==> src/rtl/core/bdf_pkg.sv <==
// Shared types and constants for the brace-depth message framer.
// Used by every module of the framer core; depends on nothing.
package bdf_pkg;

  // Default sizes handed down from the top level
  localparam int STORE_DEPTH_DEF = 1024;
  localparam int QUEUE_DEPTH_DEF = 4;

  // Fixed field widths
  localparam int IDX_W      = 10;
  localparam int MSG_W      = 32;
  localparam int NEST_W     = 11;
  localparam int BYTE_W     = 8;
  localparam int CMD_ADDR_W = 16;

  // Characters and limits
  localparam logic [BYTE_W-1:0] OPEN_BRACE  = 8'h7B;
  localparam logic [BYTE_W-1:0] CLOSE_BRACE = 8'h7D;
  localparam logic [NEST_W-1:0] NEST_MAX    = 11'd2047;

  // Input item kinds
  localparam logic KIND_RX   = 1'b0;
  localparam logic KIND_READ = 1'b1;

  // Result event codes
  localparam logic [1:0] EV_COMPLETE = 2'd0;
  localparam logic [1:0] EV_OVERFLOW = 2'd1;
  localparam logic [1:0] EV_READ     = 2'd2;

  typedef enum logic {
    FR_HUNT,
    FR_COLLECT
  } fr_state_t;

  typedef struct packed {
    logic             kind;
    logic [BYTE_W-1:0] rx_byte;
    logic             chunk_end;
    logic [IDX_W-1:0] read_offset;
  } in_item_t;

  typedef struct packed {
    logic [1:0]        event_res;
    logic [IDX_W-1:0]  closing_index;
    logic [MSG_W-1:0]  message_number;
    logic [BYTE_W-1:0] read_data;
  } out_item_t;

  // Store operation passed from the front end to the back end
  typedef struct packed {
    logic                  is_read;
    logic                  has_result;
    logic [CMD_ADDR_W-1:0] addr;
    logic [BYTE_W-1:0]     wdata;
    logic                  rd_in_range;
    logic [1:0]            event_res;
    logic [IDX_W-1:0]      closing_index;
    logic [MSG_W-1:0]      message_number;
  } cmd_t;

  // Framer status seen by the top level checks
  typedef struct packed {
    logic collecting;
    logic depth_zero;
    logic index_zero;
  } fr_status_t;

endpackage

==> src/rtl/core/bdf_cmd_queue.sv <==
// Short command queue between the framer front end and the store back end.
// Holds cmd_t entries from bdf_pkg in flip-flops.
module bdf_cmd_queue #(
  parameter int DEPTH = bdf_pkg::QUEUE_DEPTH_DEF
) (
  input  logic          clk,
  input  logic          rst_n,
  input  logic          push,
  input  bdf_pkg::cmd_t push_cmd,
  output logic          full,
  output logic          pop_valid,
  input  logic          pop,
  output bdf_pkg::cmd_t pop_cmd
);

  localparam int PW = $clog2(DEPTH);
  localparam int CW = $clog2(DEPTH + 1);
  localparam logic [PW-1:0] LAST_PTR = PW'(DEPTH - 1);

  bdf_pkg::cmd_t  entry_r [DEPTH];
  logic [PW-1:0]  wr_ptr_r, wr_ptr_nxt;
  logic [PW-1:0]  rd_ptr_r, rd_ptr_nxt;
  logic [CW-1:0]  cnt_r, cnt_nxt;
  logic           pop_en;

  assign full      = (cnt_r == CW'(DEPTH));
  assign pop_valid = (cnt_r != '0);
  assign pop_cmd   = entry_r[rd_ptr_r];
  assign pop_en    = pop && pop_valid;

  // Advance pointers and occupancy
  always_comb begin
    wr_ptr_nxt = wr_ptr_r;
    rd_ptr_nxt = rd_ptr_r;
    cnt_nxt    = cnt_r;
    if (push) wr_ptr_nxt = (wr_ptr_r == LAST_PTR) ? '0 : wr_ptr_r + 1'b1;
    if (pop_en) rd_ptr_nxt = (rd_ptr_r == LAST_PTR) ? '0 : rd_ptr_r + 1'b1;
    if (push && !pop_en) cnt_nxt = cnt_r + 1'b1;
    else if (!push && pop_en) cnt_nxt = cnt_r - 1'b1;
  end

  always_ff @(posedge clk) begin
    if (!rst_n) begin
      wr_ptr_r <= '0;
      rd_ptr_r <= '0;
      cnt_r    <= '0;
    end else begin
      wr_ptr_r <= wr_ptr_nxt;
      rd_ptr_r <= rd_ptr_nxt;
      cnt_r    <= cnt_nxt;
    end
  end

  // Entry storage
  always_ff @(posedge clk) begin
    if (push) entry_r[wr_ptr_r] <= push_cmd;
  end

endmodule

==> config.mk <==
export PLATFORM = sky130hd
export DESIGN_NAME = bdf_cmd_queue
export DESIGN_NICKNAME = d
export VERILOG_FILES = /design/src/rtl/core/bdf_pkg.sv /design/src/rtl/core/bdf_cmd_queue.sv
export SDC_FILE = /design/constraint.sdc
export NUM_CORES = 1
export LEC_CHECK = 0
export BUFFER_PORTS_ARGS = -buffer_cell sky130_fd_sc_hd__clkbuf_2
export CORE_ASPECT_RATIO = 0.6
export CORE_MARGIN = 3
export CORE_UTILIZATION = 38
export CTS_CLUSTER_DIAMETER = 100
export DETAILED_ROUTE_END_ITERATION = 7
export SLEW_MARGIN = 40
export SYNTH_ARGS = -nofsm -noshare
export SYNTH_HDL_FRONTEND = slang
export SYNTH_SLANG_ARGS = --single-unit
==> constraint.sdc <==
create_clock -name clk -period 3.2 [get_ports clk]
set_clock_uncertainty 0.2 [all_clocks]
set_input_delay 0.64 -clock clk [delete_from_list [all_inputs] [get_ports clk]]
set_output_delay 0.64 -clock clk [all_outputs]
set_load 0.01 [all_outputs]
* After elaboration in Yosys (flattened, before gate mapping) *
Memory sizes are Yosys's and may differ from the RTL's. A register that Yosys moved wholly into a read port is not among the register bits.
Index checks and enable logic that the tools add are counted.
W data, S select, Z words.

operators by class
  equal/unequal tests = 3
  reduce and logical (&&, ||, !) cells = 7
  $add $sub $neg = 4
  muxes and demuxes = 8

operators with widths
  cell                   number
  $mux W2                4
  $mux W3                2
  $add A2 B1 Y2 const B  2
  $eq A2 B2 Y1 const B   2
  $add A3 B1 Y3 const B  1
  $eq A3 B3 Y1 const B   1
  $logic_and A1 B1 Y1    3
  $reduce_bool A3 Y1     1
  $sub A3 B1 Y3 const B  1
  $logic_not A1 Y1       2
  $mux W1                2
  $reduce_bool A2 Y1     1

storage, ports and cells
  flip-flop bits (word level) = 7
  output and inout port bits = 73
  memories = 1
  input port bits = 75
  RAM bits = 284
  word-level logic and storage cells = 26

memories
  name     words  width  read ports  clocked after Yosys merged registers in  write ports  line                 RTL
  entry_r  4      71     1           1                                        1            bdf_cmd_queue.sv:20  bdf_pkg::cmd_t entry_r [DEPTH];

* Logic depth before layout (Yosys ltp) *
  depth after elaboration = 5
  gate-level depth with buffers = 7
  mapped depth without buffers = 7

* Least setup slack after synthesis *
No wires, ideal clock.

  path kind = input to register
  start = in push
  end = mem entry_r[0][0] (netlist bit) (enable)
  stages on the path = 1
  arrival = 2.303 ns
  buffers on the path = 0
  path slack = 0.261 ns
  path through = and2_1

between the ends
  word-level cells in the longest chain between the ends = 2

ends and longest elaborated chain
  item                           line                 RTL
  start: declaration             bdf_cmd_queue.sv:8   input logic push,
  $mux W1                        bdf_cmd_queue.sv:56  if (push) entry_r[wr_ptr_r] <= push_cmd;
  $mux W1 (implied by the code)  bdf_cmd_queue.sv:56
  end: declaration               bdf_cmd_queue.sv:20

Every way passes these cells.

==> flow_summary.yaml <==
run_status:
  status: "finished clean"
setup_path:
  r2r_end: "cnt_r[2]"
  crit_path_max_incr_delay_ps: 580
  endpoint_kind: "primary output"
  r2r_start: "cnt_r[0]"
  reg2reg_slack_ps: 680
  arrival_ps: 1990
  reg2regPathDepth: 7
  critPathTopFamily: "flip-flops"
  worstSetupStartpointType: "flip-flop"
  slowest_stage: "dfxtp_4"
  path_buf_inv: 2
  required_ps: 2360
  path_cells: "buf_12, mux4_2, clkbuf_2"
  path_class: "flip-flop to primary output"
  cp_max_fo: 36
clock_network:
  cts.sinks: 293
  post-cts-setup-buffers: 0
  cts-resized-gates: 0
  clockBufferDepth: 3
  clkTransAtPathRegs_ps: 60
  root_buffer: "clkbuf_16"
  cts_tree: "done"
  htreeDepth: 1
  clk_latency_ps: 540
  cts_made_buffers: 28
  cts_hold_buf: 0
drt:
  drt_iter0_markers: 290
  wirelength_um: 19700
  drtPass1Iterations: 4
  route.detailed.wl_per_inst_um: 20.1
  antenna_left: 0
  drc_errors: 0
  via_per_inst: 4.98
  vias: 4871
floorplan:
  initial_core_util: 0.388
  core_region_area_um2: 27800
  die_w_um: 223
  fp.dieH_um: 136
  die_area_um2: 30500
  rows: 47
  pin_count: 148
final_layout:
  stdcell_count: 979
  area_growth_pct: 19.3
  layout_common_cells: "284 x edfxtp_1, 147 x clkbuf_2, 70 x mux4_2"
  final_common_cell: "edfxtp_1"
  diodes: 0
  nNetsFinal: 672
  drive_above_1_share: 0.444
sta:
  slew_viol_final: 0
  hold_violations: 0
  worst_hold_slack_ps: 105
  setup_tns_ps: 0
  worstMarginPinSlew_ps: 524
  rsz0062_at_grt: "false"
  fin_crit_sh: 0.886
  relSlewSlack: 0.648
  fmax_ghz: 0.353
  min_period_ps: 2830
  setup_viol: 0
power_and_ir_drop:
  powerDensity_nw_per_um2: 739
  leakage_nw: 4.32
  ir_drop_v: 0.000486
place:
  dpl.hpwl_um: 12400
  place_inst: 927
  io_buffers: 147
  globalplace.congestion: 0.705
synthesis:
  seq_area_frac_synth: 0.808
  synthCells: 417
  syn_area_per_cell_um2: 25.9
  syn_area_um2: 10800
  syn_nets: 499
  yosys_register_bits: 293
  yosysUniqueCellTypes: 24
  ys_warn_count: 0
global_route:
  grt.overflow.total: 0
  grt_max_degree: 37
  grt_pass1_vias: 5271
  antenna_found_initial: 0
  grt_pass1_wl_um: 30400
  grtUsageTotal: 0.131
job:
  drv_cap: 0
min_path:
  holdPathEnd: "entry_r[2][7]"
  hp-class: "input port to flip-flop"
  hold_start: "push_cmd[7]"
  whs_path_depth: 1
-- state kept, by name, summed over array words and instances, names as in the netlist, named ones only --
name      flops
rd_ptr_r      2
entry_r     284
cnt_r         3
wr_ptr_r      2
-- routing by layer --
metal,global-route usage,vias up,part of all wire
met5,0,-,0
met4,0.0298,0,0.020
met3,0.0337,34,0.065
met2,0.205,153,0.47
met1,0.187,2546,0.45
li1,-,2138,-
-- through the flow --
| stage | total power [mW] | util | cell area [um^2] | worst slack, ps |
|---|---|---|---|---|
| 3_3_place_gp | 6.48 | 0.432 | 12000 | 732 |
| 6_report | 9.51 | 0.463 | 12900 | 366 |
| 2_1_floorplan | 5.92 | - | 10800 | 261 |
| 3_5_place_dp | 6.51 | 0.432 | 12000 | 651 |
| 4_1_cts | 9.68 | 0.463 | 12900 | 305 |
| 5_1_grt | 9.96 | 0.463 | 12900 | 269 |
-- layout make-up --
cell class                 instances  area [um^2]
clock inverter                    15          125
timing repair buffer             159          913
tap                              367          459
inverter                           3         11.3
clock buffer                      37          756
multi-input combinational        105         1880
sequential                       293         8720
fill                            2337        14900
-- worst register-to-register path: cells and delay by family, from the launching register on --
kind | cells | cell delay [ps]
buffers and inverters | 1 | 60
adder cells (fa/ha/maj) | 2 | 660
AO/OA/AOI/OAI | 2 | 680
AND/OR/NAND/NOR | 1 | 300
XOR/XNOR | 1 | 180
flip-flops | 1 | 360
-- kinds of logic (layout without fill, tap and decap cells) --
kind of cell	Yosys count	count (layout)	share of synthesized area
flip-flops	293	293	0.808
AO/OA/AOI/OAI	5	5	0.00279
AND/OR/NAND/NOR	17	17	0.00882
buffers and inverters	19	214	0.0187
multiplexers	74	74	0.151
XOR/XNOR	2	2	0.00163
adder cells (fa/ha/maj)	7	7	0.00882
-- cells in the mapped netlist (all sizes together) --
master | instances | share of area
edfxtp | 284 | 0.79
mux4 | 71 | 0.15
buf | 16 | 0.018
dfxtp | 9 | 0.017
ha | 6 | 0.0070
and2 | 5 | 0.0029
inv | 3 | 0.0010
mux2i | 3 | 0.0028
nor2b | 3 | 0.0017
o21ai | 3 | 0.0014
nand2 | 2 | 0.00070
nand3 | 2 | 0.00093
nor2 | 2 | 0.00070
or3 | 2 | 0.0012
a21boi | 1 | 0.00070
fa | 1 | 0.0019
nor3b | 1 | 0.00070
o31ai | 1 | 0.00070
xnor2 | 1 | 0.00081
xor2 | 1 | 0.00081
-- worst max path at each step --
stage | to | slack, ps | cells after the start
finish | pop_cmd[62] | 370 | 3
global route | pop_cmd[62] | 270 | 3
CTS | pop_cmd[62] | 300 | 3
detailed placement | cnt_r[2] | 650 | 7
global placement | cnt_r[2] | 730 | 8
floorplan | entry_r[0][0] | 260 | 1
-- where the power goes --
part / total [mW] / internal [mW] / switching, mW
logic: 1.87 / 0.930 / 0.939
clock network: 3.14 / 1.82 / 1.32
registers: 4.50 / 4.42 / 0.0888
No activity file was read; power rests on OpenSTA's default activity.
