## config.mk

```make
export PLATFORM = sky130hd
export DESIGN_NAME = bdf_front
export DESIGN_NICKNAME = d
export VERILOG_FILES = /design/src/rtl/core/bdf_pkg.sv /design/src/rtl/core/bdf_front.sv
export SDC_FILE = /design/constraint.sdc
export NUM_CORES = 1
export LEC_CHECK = 0
export ABC_AREA = 1
export ABC_CLOCK_PERIOD_IN_PS = 2200
export BUFFER_PORTS_ARGS = -buffer_cell sky130_fd_sc_hd__buf_2
export CORE_MARGIN = 2
export CORE_UTILIZATION = 49
export CTS_CLUSTER_SIZE = 24
export DETAILED_ROUTE_END_ITERATION = 7
export GPL_ROUTABILITY_DRIVEN = 0
export HOLD_SLACK_MARGIN = 0.02
export PLACE_DENSITY_LB_ADDON = 0.1
export SYNTH_ARGS = -nofsm -noshare
export SYNTH_HDL_FRONTEND = slang
export SYNTH_SLANG_ARGS = --single-unit
export TNS_END_PERCENT = 50
```

## constraint.sdc

```tcl
create_clock -name clk -period 2.2 [get_ports clk]
set_clock_uncertainty 0.1 [all_clocks]
set_input_delay 0 -clock clk [delete_from_list [all_inputs] [get_ports clk]]
set_output_delay 0 -clock clk [all_outputs]
set_load 0.02 [all_outputs]
```

## src/rtl/core/bdf_pkg.sv

```systemverilog
// Shared types and constants for the brace-depth message framer.
// Used by every module of the framer core; depends on nothing.
package bdf_pkg;

  // Default sizes handed down from the top level
  localparam int STORE_DEPTH_DEF = 1024;
  localparam int QUEUE_DEPTH_DEF = 4;

  // Fixed field widths
  localparam int IDX_W      = 10;
  localparam int MSG_W      = 32;
  localparam int NEST_W     = 11;
  localparam int BYTE_W     = 8;
  localparam int CMD_ADDR_W = 16;

  // Characters and limits
  localparam logic [BYTE_W-1:0] OPEN_BRACE  = 8'h7B;
  localparam logic [BYTE_W-1:0] CLOSE_BRACE = 8'h7D;
  localparam logic [NEST_W-1:0] NEST_MAX    = 11'd2047;

  // Input item kinds
  localparam logic KIND_RX   = 1'b0;
  localparam logic KIND_READ = 1'b1;

  // Result event codes
  localparam logic [1:0] EV_COMPLETE = 2'd0;
  localparam logic [1:0] EV_OVERFLOW = 2'd1;
  localparam logic [1:0] EV_READ     = 2'd2;

  typedef enum logic {
    FR_HUNT,
    FR_COLLECT
  } fr_state_t;

  typedef struct packed {
    logic             kind;
    logic [BYTE_W-1:0] rx_byte;
    logic             chunk_end;
    logic [IDX_W-1:0] read_offset;
  } in_item_t;

  typedef struct packed {
    logic [1:0]        event_res;
    logic [IDX_W-1:0]  closing_index;
    logic [MSG_W-1:0]  message_number;
    logic [BYTE_W-1:0] read_data;
  } out_item_t;

  // Store operation passed from the front end to the back end
  typedef struct packed {
    logic                  is_read;
    logic                  has_result;
    logic [CMD_ADDR_W-1:0] addr;
    logic [BYTE_W-1:0]     wdata;
    logic                  rd_in_range;
    logic [1:0]            event_res;
    logic [IDX_W-1:0]      closing_index;
    logic [MSG_W-1:0]      message_number;
  } cmd_t;

  // Framer status seen by the top level checks
  typedef struct packed {
    logic collecting;
    logic depth_zero;
    logic index_zero;
  } fr_status_t;

endpackage

```

## src/rtl/core/bdf_front.sv

```systemverilog
// Front end of the framer: accepts items, tracks framing state, and issues
// store operations into the command queue. Depends on bdf_pkg.
module bdf_front #(
  parameter int STORE_DEPTH = bdf_pkg::STORE_DEPTH_DEF
) (
  input  logic                 clk,
  input  logic                 rst_n,
  input  logic                 in_valid,
  output logic                 in_stall,
  input  bdf_pkg::in_item_t    in_item,
  input  logic                 q_full,
  output logic                 q_push,
  output bdf_pkg::cmd_t        q_cmd,
  output bdf_pkg::fr_status_t  status
);

  localparam int AW = $clog2(STORE_DEPTH);
  localparam logic [AW-1:0] LAST_IDX = AW'(STORE_DEPTH - 1);

  bdf_pkg::fr_state_t               state_r, state_nxt;
  logic [bdf_pkg::NEST_W-1:0]       depth_r, depth_nxt;
  logic [AW-1:0]                    idx_r, idx_nxt;
  logic [bdf_pkg::MSG_W-1:0]        count_r, count_nxt;

  logic                             accept;
  logic                             is_rx;
  logic                             is_open;
  logic                             is_close;
  logic [bdf_pkg::NEST_W-1:0]       depth_closed;
  logic                             close_done;
  logic                             at_last;
  logic                             in_range;

  // Classify the incoming item
  assign in_stall     = q_full;
  assign accept       = in_valid && !q_full;
  assign is_rx        = (in_item.kind == bdf_pkg::KIND_RX);
  assign is_open      = (in_item.rx_byte == bdf_pkg::OPEN_BRACE);
  assign is_close     = (in_item.rx_byte == bdf_pkg::CLOSE_BRACE);
  assign depth_closed = (depth_r != '0) ? depth_r - 1'b1 : '0;
  assign close_done   = is_close && (depth_closed == '0);
  assign at_last      = (idx_r == LAST_IDX);
  assign in_range     = ({{(32 - bdf_pkg::IDX_W){1'b0}}, in_item.read_offset}
                         < 32'(STORE_DEPTH));

  // Next state
  always_comb begin
    state_nxt = state_r;
    if (accept && is_rx) begin
      case (state_r)
        bdf_pkg::FR_HUNT: begin
          if (is_open && !in_item.chunk_end) state_nxt = bdf_pkg::FR_COLLECT;
        end
        bdf_pkg::FR_COLLECT: begin
          if (close_done || at_last || in_item.chunk_end) state_nxt = bdf_pkg::FR_HUNT;
        end
        default: state_nxt = bdf_pkg::FR_HUNT;
      endcase
    end
  end

  // Datapath updates and store commands
  always_comb begin
    depth_nxt = depth_r;
    idx_nxt   = idx_r;
    count_nxt = count_r;
    q_push    = 1'b0;
    q_cmd     = '0;
    if (accept) begin
      if (!is_rx) begin
        q_push            = 1'b1;
        q_cmd.is_read     = 1'b1;
        q_cmd.has_result  = 1'b1;
        q_cmd.addr        = bdf_pkg::CMD_ADDR_W'(in_item.read_offset);
        q_cmd.rd_in_range = in_range;
        q_cmd.event_res   = bdf_pkg::EV_READ;
      end else begin
        case (state_r)
          bdf_pkg::FR_HUNT: begin
            if (is_open) begin
              q_push      = 1'b1;
              q_cmd.addr  = '0;
              q_cmd.wdata = in_item.rx_byte;
              if (!in_item.chunk_end) begin
                depth_nxt = bdf_pkg::NEST_W'(1);
                idx_nxt   = AW'(1);
              end
            end
          end
          bdf_pkg::FR_COLLECT: begin
            q_push      = 1'b1;
            q_cmd.addr  = bdf_pkg::CMD_ADDR_W'(idx_r);
            q_cmd.wdata = in_item.rx_byte;
            if (close_done) begin
              // Frame complete: report and go back to hunting
              q_cmd.has_result     = 1'b1;
              q_cmd.event_res      = bdf_pkg::EV_COMPLETE;
              q_cmd.closing_index  = bdf_pkg::IDX_W'(idx_r);
              q_cmd.message_number = count_r;
              count_nxt            = count_r + 1'b1;
              depth_nxt            = '0;
              idx_nxt              = '0;
            end else if (at_last) begin
              // Store full: drop the frame
              q_cmd.has_result = 1'b1;
              q_cmd.event_res  = bdf_pkg::EV_OVERFLOW;
              depth_nxt        = '0;
              idx_nxt          = '0;
            end else if (in_item.chunk_end) begin
              depth_nxt = '0;
              idx_nxt   = '0;
            end else begin
              idx_nxt = idx_r + 1'b1;
              if (is_close) begin
                depth_nxt = depth_closed;
              end else if (is_open && depth_r != bdf_pkg::NEST_MAX) begin
                depth_nxt = depth_r + 1'b1;
              end
            end
          end
          default: begin
            depth_nxt = '0;
            idx_nxt   = '0;
          end
        endcase
      end
    end
  end

  // Framing state registers
  always_ff @(posedge clk) begin
    if (!rst_n) begin
      state_r <= bdf_pkg::FR_HUNT;
      depth_r <= '0;
      idx_r   <= '0;
      count_r <= '0;
    end else begin
      state_r <= state_nxt;
      depth_r <= depth_nxt;
      idx_r   <= idx_nxt;
      count_r <= count_nxt;
    end
  end

  assign status.collecting = (state_r == bdf_pkg::FR_COLLECT);
  assign status.depth_zero = (depth_r == '0);
  assign status.index_zero = (idx_r == '0);

endmodule

```

# == Yosys cells after proc, flatten, opt, wreduce, memory -nomap -nowiden ==
# Index checks and enable logic that the tools add are counted.
# W data, S select, Z words.
# totals
ff_bits,54
in_bits,24
out_inout_bits,76
word_cells,70
# op_classes
n_addsub,4
eq_ne,7
mux,37
n_bitwise,2
reduce_logical,16
# op_table
operator,n
$mux W11,8
$mux W42,2
$mux W71,1
$mux W10,5
$pmux W24 S2,1
$mux W43,1
$add A32 B1 Y32 const B,1
$logic_not A11 Y1,2
$pmux W11 S2,1
$pmux W10 S2,1
$mux W17,1
$eq A8 B7 Y1 const B,2
$mux W8,2
$add A11 B1 Y11 const B,1
$mux W1,11
$ne A11 B11 Y1 const B,1
$reduce_bool A11 Y1,1
$sub A11 B1 Y11 const B,1
$add A10 B1 Y10 const B,1
$eq A10 B10 Y1 const B,1
$logic_not A10 Y1,1
$reduce_and A4 Y1,2
$ne A6 B2 Y1 const B,1
$logic_and A1 B1 Y1,5
other kinds (7),12

# == Longest topological paths before layout ==
# Gate-level depths: netlist of the first run.
# logic_depth
depth_word,8
depth_mapped,16
ltp_nobuf,15

# == Least setup slack after synthesis of the first run ==
# Ideal clock, no wire load.
# synth_path
kind,flip-flop to output port
start,register depth_r[0] (netlist name)
end,output q_cmd[12] (netlist name)
t_arrival_ns,2.211
required_ns,2.100
setup_slack_ns,-0.111
stages_incl_launch_ff,14
path_buffers,3
cell_sequence,dfxtp_1 -> inv_1 -> ha_1 -> nand2_1 -> nor2_2 -> nand3_2 -> buf_6 -> nand3_2 -> nand2_1 -> nor2_4 -> nand4_4 -> buf_2 -> buf_2 -> nor2_1
# synth_rtl
element,line_no,rtl
"start, declared",bdf_front.sv:21,"logic [bdf_pkg::NEST_W-1:0] depth_r, depth_nxt;"
"start signal, assigned",bdf_front.sv:139,depth_r <= depth_nxt;
"end, declared",bdf_front.sv:13,"output bdf_pkg::cmd_t q_cmd,"

==> results of run 1 <==
==> synth_stat cells, types with 6 or more instances <==
cell / count / area [um^2]
nand2_1: 139 / 522
nor2_1: 136 / 510
inv_1: 96 / 360
dfxtp_1: 54 / 1080
nand3_1: 46 / 230
a21oi_1: 36 / 180
o21ai_0: 36 / 180
nor3_1: 27 / 135
nand4_1: 17 / 106
buf_4: 10 / 75.1
clkbuf_1: 9 / 33.8
xor2_1: 9 / 78.8
buf_2: 8 / 40.0
nor2_2: 8 / 50.1
a31oi_1: 6 / 37.5
buf_6: 6 / 67.6
nand3_2: 6 / 60.1
nor4_1: 6 / 37.5
==> state kept, by name, summed over array words and instances (netlist names) <==
signal   count
count_r     32
depth_r     11
idx_r       10
state_r      1
==> where the power goes <==
part / total, mW / switching, mW / internal, mW
registers: 0.977 / 0.0000666 / 0.977
logic: 0.111 / 0.0739 / 0.0371
clock network: 0.719 / 0.371 / 0.348
==> cells by family (layout without fill, tap and decap cells) <==
group,Yosys count,in the layout,synth area share [%]
other cells,1,6,0.0904
flops,54,54,26.1
simple gates,403,403,44.9
buf+inv,134,279,14.4
xor+xnor,10,10,2.11
compound gates,86,86,11.0
fa+ha+maj,5,5,1.51
==> critical path, cell delays in order, from the launching register on <==
cell and delay (ns):
dfxtp_2 0.34, inv_2 0.07, ha_4 0.14, buf_4 0.15
nand2_2 0.09, nor2_2 0.14, nand2_1 0.08, nand3_2 0.08
nand2_1 0.11, nor2_4 0.15, nand4_4 0.15, buf_8 0.18
buf_12 0.15, nor2_2 0.07, buf_4 0.14
==> metrics by stage <==
| stage | util [%] | power (mW) |
|---|---|---|
| global route | 75.2 | 1.86 |
| detailed placement | 62.0 | 1.11 |
| global placement | 62.0 | 1.10 |
| finish | 75.2 | 1.81 |
| CTS | 72.8 | 1.82 |
| floorplan | - | 1.07 |
==> repair_timing <==
item                                    in CTS  in global routing
endpoints found under the hold margin        2                  0
gates cloned                                 3                  0
hold buffers                                 1                  0
setup buffers                               14                  2
pin swaps                                   14                 16
gates resized for setup                    166                 45
endpoints found under the setup margin      90                 96
==> layout make-up <==
cell class | count | area share [%]
well taps | 105 | 2.13
repair buffers | 170 | 23.8
clock inverters | 3 | 0.790
flip-flops and latches | 54 | 17.6
inverters | 101 | 6.14
clock buffers | 5 | 1.11
multi-input cells | 510 | 48.4
==> layer usage <==
layer  global-route usage (%)  vias to the layer above  routed length [um]
met5                        0                        -                   0
met4                     11.2                        0                 431
met3                     4.31                       53                 788
met2                     49.4                      215                6570
met1                     34.3                     2308                5360
li1                         -                     2488                   -
==> worst paths after layout <==
| check | from | to | slack (ns) | cells after the start |
|---|---|---|---|---|
| max | depth_r[0]$_SDFFE_PN0P_ | q_cmd[41] | -0.28 | 14 |
| min | rst_n | depth_r[6]$_SDFFE_PN0P_ | 0.06 | 3 |
| max reg2reg | depth_r[0]$_SDFFE_PN0P_ | count_r[5]$_SDFFE_PN0P_ | -0.23 | 17 |
| min reg2reg | idx_r[5]$_SDFFE_PN0P_ | idx_r[5]$_SDFFE_PN0P_ | 0.40 | 2 |
==> impl_metrics.env, run 1 <==
export IMPL_status="complete, but fails checks"
export IMPL_violations="setup timing"
export IMPL_slew_headroom_pct=50.3
export IMPL_worst_pin_slew_ns=0.743
export IMPL_fmax_mhz=403
export IMPL_drv_slew=0
export IMPL_insertion_delay_ns=0.32
export IMPL_finalCritPeriodShare_pct=113
export IMPL_synth_seq_cells=54
export IMPL_yosysWarningCount=0
export IMPL_worst_slack_ns=-0.280
export IMPL_tritoncts="done"
export IMPL_n_antenna_cell=0
export IMPL_design_area_mm2=0.00618
export IMPL_htreeDepth=2
export IMPL_synth_async_reset_ratio_pct=0
export IMPL_grt_setup_unrepaired="yes"
export IMPL_required_ns=2.10
export IMPL_layoutNonFillerInstCount=948
export IMPL_dr_total_vias=5064
export IMPL_via_per_inst=5.34
export IMPL_cts_made_buffers=5
export IMPL_whs_ns=0.0562
export IMPL_cts_root_buf="clkbuf_8"
export IMPL_cp_end_kind="output port"
export IMPL_worstSetupPathType="reg2out"
export IMPL_portBuffers=93
export IMPL_final_cell_mix="nand2_1, inv_1, nor2_1"
export IMPL_hold_class="in2reg"
export IMPL_synth_edf_count=0
export IMPL_drt_total_wl_mm=13.2
export IMPL_synthCells=693
export IMPL_drive_gt1_share_pct=34.8
export IMPL_drtIter0Drc=222
export IMPL_seq_area_frac_synth_pct=26.1
export IMPL_place_ws_ns=-0.175
export IMPL_ir_drop_uv=267
export IMPL_synth_area_mm2=0.00415
export IMPL_critical_path_arrival_ns=2.38
export IMPL_avgSynthCellArea_um2=5.99
export IMPL_cts_buffer_depth=2
export IMPL_wl_per_cell_um=13.9
export IMPL_fillerInstances=632
export IMPL_final_common_cell="nand2_1"
export IMPL_grt_pass1_wl_mm=20.8
export IMPL_ant_nets=0
export IMPL_track_usage_pct=28.1
export IMPL_cts_sinks=54
export IMPL_critical_path_startpoint_type="register"
export IMPL_flow_area_growth_from_synthesis_pct=49.0
export IMPL_die_area_mm2=0.00922
export IMPL_first_pass_iters=5
export IMPL_cp_max_fo=10
export IMPL_grt_pass1_vias=4619
export IMPL_io_pins=100
export IMPL_fp_row_count=33
export IMPL_seq_area_mm2=0.00109
export IMPL_cellPowerDensity_mw_per_mm2=292
export IMPL_die_height_um=96.0
export IMPL_core_area_mm2=0.00822
export IMPL_ys_flop_type="dfxtp_1"
export IMPL_grt_max_degree=29
export IMPL_cellLeakagePower_nw=2.60
export IMPL_synthDistinctLibCells=39
export IMPL_hold_viol_final=0
export IMPL_start_util_pct=50.5
export IMPL_dp_cells=921
export IMPL_placed_area_mm2=0.00509
export IMPL_path_clk_slew_ns=0.10
export IMPL_drv_cap=0
export IMPL_min_period_ns=2.48
export IMPL_tns_ns=-14.64
export IMPL_hpwl_mm=8.85
export IMPL_setup_violations=88
export IMPL_fin_nets=871
export IMPL_route_detailed_drc=0
export IMPL_grt_overflow_total=0
export IMPL_die_width_um=96.0
export IMPL_multi_input_area_mm2=0.00299
export IMPL_antenna_found_initial=0
No activity file was read; power rests on OpenSTA's default activity.
==> run 2: changes to the inputs <==
Settings changed: ABC_CLOCK_PERIOD_IN_PS 2200 to 2700, CORE_UTILIZATION 49 to 55.
Clock period 2.2 ns to 2.7 ns, I/O delays scaled along.
==> impl_metrics.env, run 2 (synthesis gave the netlist of run 1 again) <==
export IMPL_required_ns=2.60
export IMPL_ir_drop_uv=181
export IMPL_layoutNonFillerInstCount=890
export IMPL_drt_total_wl_mm=11.5
export IMPL_min_period_ns=2.61
export IMPL_n_antenna_cell=0
export IMPL_final_cell_mix="nand2_1, nor2_1, inv_1"
export IMPL_fp_row_count=31
export IMPL_placed_area_mm2=0.00462
export IMPL_cts_buffer_depth=2
export IMPL_setup_violations=0
export IMPL_crit_start="depth_r[1]$_SDFFE_PN0P_"
export IMPL_drive_gt1_share_pct=21.5
export IMPL_grt_pass1_vias=4118
export IMPL_dp_cells=868
export IMPL_largest_register="count_r"
export IMPL_drtIter0Drc=239
export IMPL_design_area_mm2=0.00498
export IMPL_largest_reg_flops=32
export IMPL_cp_end_kind="output port"
export IMPL_htreeDepth=2
export IMPL_drv_slew=0
export IMPL_start_util_pct=56.9
export IMPL_worst_slack_ns=0.0900
export IMPL_cts_root_buf="clkbuf_8"
export IMPL_whs_ns=0.0698
export IMPL_path_clk_slew_ns=0.10
export IMPL_drv_cap=0
export IMPL_first_pass_iters=5
export IMPL_insertion_delay_ns=0.31
export IMPL_grt_setup_unrepaired="yes"
export IMPL_flow_area_growth_from_synthesis_pct=20.2
export IMPL_fmax_mhz=383
export IMPL_hold_depth=5
export IMPL_core_area_mm2=0.00729
export IMPL_final_common_cell="nand2_1"
export IMPL_crit_path_end="q_cmd[32]"
export IMPL_critical_path_startpoint_type="register"
export IMPL_grt_pass1_wl_mm=18.1
export IMPL_via_per_inst=5.29
export IMPL_cellPowerDensity_mw_per_mm2=272
export IMPL_portBuffers=93
export IMPL_antenna_found_initial=0
export IMPL_dr_total_vias=4711
export IMPL_fin_nets=819
export IMPL_critical_path_arrival_ns=2.51
export IMPL_ant_nets=0
export IMPL_tns_ns=0
export IMPL_cellLeakagePower_nw=2.18
export IMPL_r2r_slack_ns=0.22
export IMPL_die_width_um=90.8
export IMPL_rr_startpoint="depth_r[1]$_SDFFE_PN0P_"
export IMPL_reg_largest_list="count_r x32, depth_r x11, idx_r x10"
export IMPL_worstSetupPathType="reg2out"
export IMPL_track_usage_pct=25.9
export IMPL_place_ws_ns=0.113
export IMPL_worst_r2r_cell_count=15
export IMPL_hold_class="in2reg"
export IMPL_wl_per_cell_um=12.9
export IMPL_hpwl_mm=8.15
export IMPL_finish_utilization_pct=68.4
export IMPL_cts_made_buffers=5
export IMPL_route_detailed_drc=0
export IMPL_die_height_um=90.8
export IMPL_die_area_mm2=0.00825
export IMPL_status="finished, final reports clean"
export IMPL_io_pins=100
export IMPL_critical_path_reg2reg_endpoint="count_r[20]$_SDFFE_PN0P_"
export IMPL_grt_max_degree=30
export IMPL_power_mw=1.36
export IMPL_cts_sinks=54
export IMPL_cp_max_fo=8
export IMPL_finalCritPeriodShare_pct=96.7
export IMPL_fillerInstances=674
export IMPL_worst_pin_slew_ns=0.867
export IMPL_slew_headroom_pct=41.9
export IMPL_hold_viol_final=0
export IMPL_tritoncts="done"
export IMPL_grt_overflow_total=0
==> run 2: metal layers <==
metal  global-route usage [%]  wire length (um)  part of all wire, %
met1                     32.1              5100                   44
met4                     5.68               136                  1.2
met3                     3.59               631                  5.5
met5                        0                 0                    0
met2                     47.3              5640                   49
==> run 2: layout make-up <==
cell class / instances / area, um^2 / area share, %
well taps: 99 / 124 / 2.48
clock buffers: 6 / 72.6 / 1.46
inverters: 101 / 379 / 7.61
flip-flops and latches: 54 / 1080 / 21.7
repair buffers: 116 / 726 / 14.6
multi-input cells: 512 / 2590 / 51.9
clock inverters: 2 / 13.8 / 0.276
==> run 2: worst max-delay path: stages, from the launching register on <==
cell,delay (ns)
dfxtp_2,0.36
inv_1,0.09
ha_4,0.15
nand2_1,0.09
nor2_4,0.13
nand3_4,0.17
nand3_4,0.13
nand2_1,0.09
nor2_4,0.21
nand4_4,0.26
clkbuf_16,0.24
nor2_1,0.12
buf_4,0.16
==> run 2: power by group <==
part	switching, mW	internal, mW
registers	0.0000692	0.796
logic	0.0594	0.0270
clock network	0.288	0.184
==> run 2: worst min path at each step <==
stage	slack [ns]	startpoint	endpoint
after CTS	0.06	in_item[19]	state_r$_SDFFE_PN0P_
after floorplan	0.01	q_full	in_stall
after detailed placement	0.14	q_full	in_stall
after global routing	0.09	in_item[19]	state_r$_SDFFE_PN0P_
after global placement	0.13	q_full	in_stall
final	0.07	in_item[19]	state_r$_SDFFE_PN0P_
==> run 2: what timing repair did <==
item                       4_1_cts  5_1_grt
hold buffers                     1        0
resized for setup                3       37
pin swaps                        2        5
setup buffers                    2        6
hold endpoints to repair         2        0
gates cloned                     1        4
setup endpoints to repair       38       53
